<file path="config.mk">
export PLATFORM = sky130hd
export DESIGN_NAME = fcbs_front
export DESIGN_NICKNAME = d
export VERILOG_FILES = /design/src/rtl/fcbs_pkg.sv /design/src/rtl/fcbs_front.sv
export SDC_FILE = /design/constraint.sdc
export NUM_CORES = 1
export LEC_CHECK = 0
export ABC_AREA = 1
export BUFFER_PORTS_ARGS = -buffer_cell sky130_fd_sc_hd__buf_2
export CORE_UTILIZATION = 25
export CTS_CLUSTER_DIAMETER = 120
export DETAILED_ROUTE_END_ITERATION = 10
export SLEW_MARGIN = 20
export SYNTH_ARGS = -nofsm -noshare
export SYNTH_HDL_FRONTEND = slang
export SYNTH_SLANG_ARGS = --single-unit
</file>
<file path="constraint.sdc">
create_clock -name clock -period 14.83 [get_ports clock]
set_input_delay 0.7415 -clock clock [delete_from_list [all_inputs] [get_ports clock]]
set_output_delay 0.7415 -clock clock [all_outputs]
set_load 0.1 [all_outputs]
</file>
<file path="src/rtl/fcbs_pkg.sv">
// Package for the frustum culling block: shared widths, input mode codes,
// the command kinds and the command record that the front passes to the back.
// No dependencies.
package fcbs_pkg;

   localparam int WORD_W      = 32;
   localparam int OP_W        = WORD_W + 1;
   localparam int PROD_W      = 2 * OP_W;
   localparam int ACC_W       = PROD_W + 2;
   localparam int QUEUE_DEPTH = 2;

   localparam logic [1:0] MODE_LOAD   = 2'd0;
   localparam logic [1:0] MODE_BOX    = 2'd1;
   localparam logic [1:0] MODE_SPHERE = 2'd2;

   typedef enum logic [1:0] {
      KIND_LOAD   = 2'd0,
      KIND_BOX    = 2'd1,
      KIND_SPHERE = 2'd2
   } kind_type;

   typedef struct packed {
      kind_type                   kind;
      logic [2:0]                 plane_index;
      logic signed [WORD_W-1:0]   ax;
      logic signed [WORD_W-1:0]   ay;
      logic signed [WORD_W-1:0]   az;
      logic signed [WORD_W-1:0]   aw;
      logic signed [WORD_W-1:0]   bx;
      logic signed [WORD_W-1:0]   by;
      logic signed [WORD_W-1:0]   bz;
   } cmd_type;

   typedef struct packed {
      logic signed [WORD_W-1:0] a;
      logic signed [WORD_W-1:0] b;
      logic signed [WORD_W-1:0] c;
      logic signed [WORD_W-1:0] d;
   } plane_type;

endpackage

</file>
<file path="src/rtl/fcbs_front.sv">
// Front part of the culling block: decodes incoming transfers, drops those
// that do nothing, and queues the rest for the back part.
// Depends on fcbs_pkg.
module fcbs_front import fcbs_pkg::*; #(
   parameter int NUM_PLANES = 6
) (
   input  logic                     clock,
   input  logic                     reset,
   input  logic                     req_valid,
   output logic                     req_stall,
   input  logic [1:0]               req_mode,
   input  logic [2:0]               req_plane_index,
   input  logic signed [WORD_W-1:0] req_ax,
   input  logic signed [WORD_W-1:0] req_ay,
   input  logic signed [WORD_W-1:0] req_az,
   input  logic signed [WORD_W-1:0] req_aw,
   input  logic signed [WORD_W-1:0] req_bx,
   input  logic signed [WORD_W-1:0] req_by,
   input  logic signed [WORD_W-1:0] req_bz,
   output logic                     q_valid,
   output cmd_type                  q_cmd,
   input  logic                     q_pop
);

   localparam int PTR_W = $clog2(QUEUE_DEPTH);
   localparam int CNT_W = $clog2(QUEUE_DEPTH + 1);

   cmd_type            entry_ff [QUEUE_DEPTH];
   logic [PTR_W-1:0]   wr_ptr_ff, wr_ptr_in;
   logic [PTR_W-1:0]   rd_ptr_ff, rd_ptr_in;
   logic [CNT_W-1:0]   count_ff, count_in;
   cmd_type            cmd;
   logic               keep;
   logic               push;

   // Decode: loads to a slot that does not exist and the unused mode are dropped.
   always_comb begin
      cmd.plane_index = req_plane_index;
      cmd.ax = req_ax;
      cmd.ay = req_ay;
      cmd.az = req_az;
      cmd.aw = req_aw;
      cmd.bx = req_bx;
      cmd.by = req_by;
      cmd.bz = req_bz;
      cmd.kind = KIND_LOAD;
      keep = 1'b0;
      case (req_mode)
         MODE_LOAD: begin
            cmd.kind = KIND_LOAD;
            keep = (int'(req_plane_index) < NUM_PLANES);
         end
         MODE_BOX: begin
            cmd.kind = KIND_BOX;
            keep = 1'b1;
         end
         MODE_SPHERE: begin
            cmd.kind = KIND_SPHERE;
            keep = 1'b1;
         end
         default: begin
            keep = 1'b0;
         end
      endcase
   end

   assign req_stall = (count_ff == CNT_W'(QUEUE_DEPTH));
   assign push      = req_valid && !req_stall && keep;
   assign q_valid   = (count_ff != '0);
   assign q_cmd     = entry_ff[rd_ptr_ff];

   always_comb begin
      wr_ptr_in = push  ? wr_ptr_ff + PTR_W'(1) : wr_ptr_ff;
      rd_ptr_in = q_pop ? rd_ptr_ff + PTR_W'(1) : rd_ptr_ff;
      count_in  = count_ff;
      if (push && !q_pop) begin
         count_in = count_ff + CNT_W'(1);
      end else if (!push && q_pop) begin
         count_in = count_ff - CNT_W'(1);
      end
   end

   always_ff @(posedge clock) begin
      if (reset) begin
         wr_ptr_ff <= '0;
         rd_ptr_ff <= '0;
         count_ff  <= '0;
      end else begin
         wr_ptr_ff <= wr_ptr_in;
         rd_ptr_ff <= rd_ptr_in;
         count_ff  <= count_in;
      end
   end

   always_ff @(posedge clock) begin
      if (push) begin
         entry_ff[wr_ptr_ff] <= cmd;
      end
   end

endmodule

</file>
---- Yosys cells after proc, flatten, opt, wreduce, memory -nomap -nowiden ----
Memories as Yosys holds them, arrays and structs flattened. A register that Yosys moved wholly into a read port is not among the register bits.
Cells that the tools add are included.
word-level totals
  memories kept ........................... 1
  input port bits ......................... 233
  word-level logic and storage cells ...... 31
  bits in registers ....................... 4
  memory bits (writable) .................. 458
operators by class
  add/sub/neg operators ................... 4
  order comparisons ....................... 1
  multiplexer cells ....................... 8
  equality and inequality tests ........... 3
  reductions and logical operators ........ 11
memory list
  memory    words  width  rd ports  clocked after memory_dff  write ports  RTL line          text
  entry_ff  2      229    1         1                         1            fcbs_front.sv:28  cmd_type entry_ff [QUEUE_DEPTH];
operators by type and width
  kind                 count
  $eq 2x2->1 const B   2
  $logic_and 1x1->1    4
  $mux 1               4
  $mux 2               2
  $pmux 2 s2           1
  $reduce_bool 2->1    2
  $logic_not 1->1      3
  $lt 3x3->1 const B   1
  $add 1x1->1 const B  2
  $add 2x1->2 const B  1
  $eq 2x1->1 const B   1
  $logic_not 2->1      1
  $pmux 1 s2           1
  $reduce_or 2->1      1
  $sub 2x1->2 const B  1

---- Logic depth before layout (Yosys ltp) ----
  depth after elaboration ................. 8
  mapped depth ............................ 13

---- Worst setup path after synthesis ----
No wires, ideal clock.
  kind .................................... input -> register
  from .................................... input port req_mode[0]
  to ...................................... memory entry_ff[0][0] (netlist name), enable pin
  arrival time ............................ 10.738 ns
  stages .................................. 6
  setup slack ............................. 3.270 ns
  cell sequence ........................... ha_1 inv_1 nand2_1 nor2_1 nand2_1 nor2_1
between the ends
  longest elaborated chain between the ends .. 6
RTL lines
  item                                             RTL line          text
  start, declared                                  fcbs_front.sv:11  input logic [1:0] req_mode,
  $eq 2x2->1 / $eq 2x1->1 (equally long branches)  fcbs_front.sv:48  case (req_mode)
  $reduce_or 2->1 (no line)                        --
  $pmux 1 s2 *                                     fcbs_front.sv:48
  $logic_and 1x1->1 *                              fcbs_front.sv:68  assign push = req_valid && !req_stall && keep;
  $mux 1 *                                         fcbs_front.sv:96  if (push) begin
  $mux 1 (implied by the code) *                   fcbs_front.sv:97  entry_ff[wr_ptr_ff] <= cmd;
  end, declared                                    fcbs_front.sv:28
Every way passes the cells marked *; elsewhere a longest branch is shown, timed or not.

==> flow_metrics.env <==
export IMPL_grt_usage_pct=10.04
export IMPL_place_gp_congestion=0.7650
export IMPL_cts_clk_slew_worst_paths_ns=0.06
export IMPL_synth_seq_cells=463
export IMPL_dr_pass1_iters=4
export IMPL_vias=8715
export IMPL_synth_xor_area_share_pct=0.05178
export IMPL_drive_above_1_share_pct=59.77
export IMPL_slowest_stage="buf_4"
export IMPL_peakVddDrop_uv=92.68
export IMPL_post_cts_buffers=0
export IMPL_cp_max_fo=61
export IMPL_synthCells=758
export IMPL_post_route_period_util_pct=28.64
export IMPL_seq_area_frac_synth_pct=81.90
export IMPL_cts_max_level=2
export IMPL_crit_cells=4
export IMPL_routed_wl_mm=37.20
export IMPL_setup_viol=0
export IMPL_slew_violations=0
export IMPL_start_util_pct=25.50
export IMPL_viasPerCell=4.031
export IMPL_fillCellCount=6460
export IMPL_synth_top_family_by_area="multiplexers"
export IMPL_hold_depth=1
export IMPL_cts_root_buf="clkbuf_16"
export IMPL_hold_viol_final=0
export IMPL_mostFrequentLayoutCell="buf_2"
export IMPL_nets=1494
export IMPL_hp_class="in -> reg"
export IMPL_final_cell_mix="buf_2, edfxtp_1, mux2_2"
export IMPL_cp_cell_sequence="buf_4 -> buf_4 -> mux2_2 -> buf_2"
export IMPL_place_area_sq_um=20130
export IMPL_antenna_found_initial=4
export IMPL_synth_fp_nets=996
export IMPL_critPathKind="reg -> out"
export IMPL_remaining_drc_errors=0
export IMPL_finalSetupTns_ns=0
export IMPL_multiInputGateArea_sq_um=2756
export IMPL_ant_nets=0
export IMPL_timing_critical_path_mode_cell="buf_4"
export IMPL_clk_latency_ns=0.57
export IMPL_hold_buffers=0
export IMPL_cts_made_buffers=50
export IMPL_leakage_nw=7.880
export IMPL_coreArea_sq_um=66330
export IMPL_crit_family="buffers and inverters"
export IMPL_critPathBufInv=3
export IMPL_cts_resized=0
export IMPL_hpwl_mm=25.02
export IMPL_areaGrowthSynthToFinish_pct=28.64
export IMPL_end_kind="output port"
export IMPL_pin_count=464
export IMPL_clk_path_buf_depth=3
export IMPL_finClkSkew_ns=0.01019
export IMPL_die_area_sq_um=68700
export IMPL_synthMuxAreaShare_pct=15.25
export IMPL_synth_simple_area_share_pct=0.4956
export IMPL_clkSinkCount=463
export IMPL_required_ns=14.09
export IMPL_routedWlPerCell_microns=17.20
export IMPL_grt_setup_unrepaired="no"
export IMPL_grt_max_degree=162
export IMPL_place_inst=2067
export IMPL_die_w_microns=262.1
export IMPL_ff2ff_path_depth=7
export IMPL_rows=94
export IMPL_outcome="finished, final reports clean"
export IMPL_cp_arrival_ns=3.51
export IMPL_grt_pass1_vias=8980
export IMPL_fin_cells=2162
export IMPL_cap_viol_max_count=0
export IMPL_synth_compound_area_share_pct=0.08876
export IMPL_cts_tree="yes"
export IMPL_ys_types=15
export IMPL_avgSynthCellArea_sq_um=22.32
export IMPL_crit_path_max_incr_delay_ns=0.75
export IMPL_worst_slew_pin_slew_ns=0.9705
export IMPL_grt_overflow_total=0
export IMPL_drtIter0Drc=488
export IMPL_fp_dieH_microns=262.1
export IMPL_max_slew_margin_pct=35.30
export IMPL_period_needed_ns=4.248
export IMPL_hold_ws_ns=0.3564
export IMPL_seq_area_sq_um=13860
export IMPL_p_per_area_nw_per_um2=160.0
export IMPL_stdcell_area_sq_um=21760
export IMPL_grt_pass1_wl_mm=52.54
export IMPL_worstSetupStartpointType="flip-flop"
export IMPL_portBuffers=463
export IMPL_utilization_pct=32.80
export IMPL_yosys_area_share_adder_pct=0.3698
export IMPL_fmax_ghz=0.2354
export IMPL_synth_warnings=0
export IMPL_synth_area_sq_um=16910
-- per-layer routing --
layer	wire length, microns	global-route usage [%]	part of all wire, %
met1	13780	11.24	37
met3	2634	3.019	7.1
met5	13	0	0.035
met4	991	3.886	2.7
met2	19780	17.81	53
-- synthesized netlist by cell type --
library cell  instances  area, sq um
edfxtp_1            458        13750
inv_1                11        41.29
buf_4                 1        7.510
nand3b_1              1        7.510
xnor2_1               1        8.760
nand2_1              11        41.29
buf_2                 1        5.000
ha_1                  5        62.56
nor2_1                8        30.03
nand3_1               1        5.000
buf_6                23        259.0
a21oi_1               2        10.01
mux2_2              229         2579
dfxtp_1               5        100.1
o21ai_0               1        5.000
-- stage by stage --
stage	setup slack, ns	total power, W
global route	10.32	0.003594
CTS	10.47	0.003526
floorplan	3.270	0.002191
global placement	11.19	0.002292
finish	10.58	0.003480
detailed placement	11.10	0.002300
-- cell type report --
cell class	instances	area share, %
Sequential cell	463	63.68
Clock buffer	63	6.072
Multi-Input combinational cell	259	12.67
Inverter	11	0.2243
Timing Repair Buffer	471	11.07
Clock inverter	28	1.277
Antenna cell	3	0.03450
Tap cell	864	4.968
-- power by group --
| part | switching, W | internal (W) |
|---|---|---|
| Combinational | 0.000605 | 0.000134 |
| Clock | 0.000495 | 0.000718 |
| Sequential | 0.0000168 | 0.00151 |
-- logic make-up after synthesis --
family | count (synthesis)
flops | 463
mux | 229
buf+inv | 36
simple gates | 21
fa+ha+maj | 5
compound gates | 3
xor+xnor | 1
-- sequential cells by signal, indices dropped and copies added, names as in the netlist, named ones only --
name,cells
entry_ff,458
count_ff,2
wr_ptr_ff,1
rd_ptr_ff,1
-- path summary, 6_finish.rpt --
kind,to,start,slack (ns)
worst max register to register,entry_ff[0][8]$_DFFE_PP_,count_ff[1]$_SDFFE_PP0P_,11.96
worst min register to register,rd_ptr_ff$_SDFFE_PP0P_,rd_ptr_ff$_SDFFE_PP0P_,0.52
worst min-delay path,entry_ff[0][67]$_DFFE_PP_,req_bx[3],0.36
worst max-delay path,q_cmd[56],flip-flop,10.58
Power figures use the tool's default switching activity.
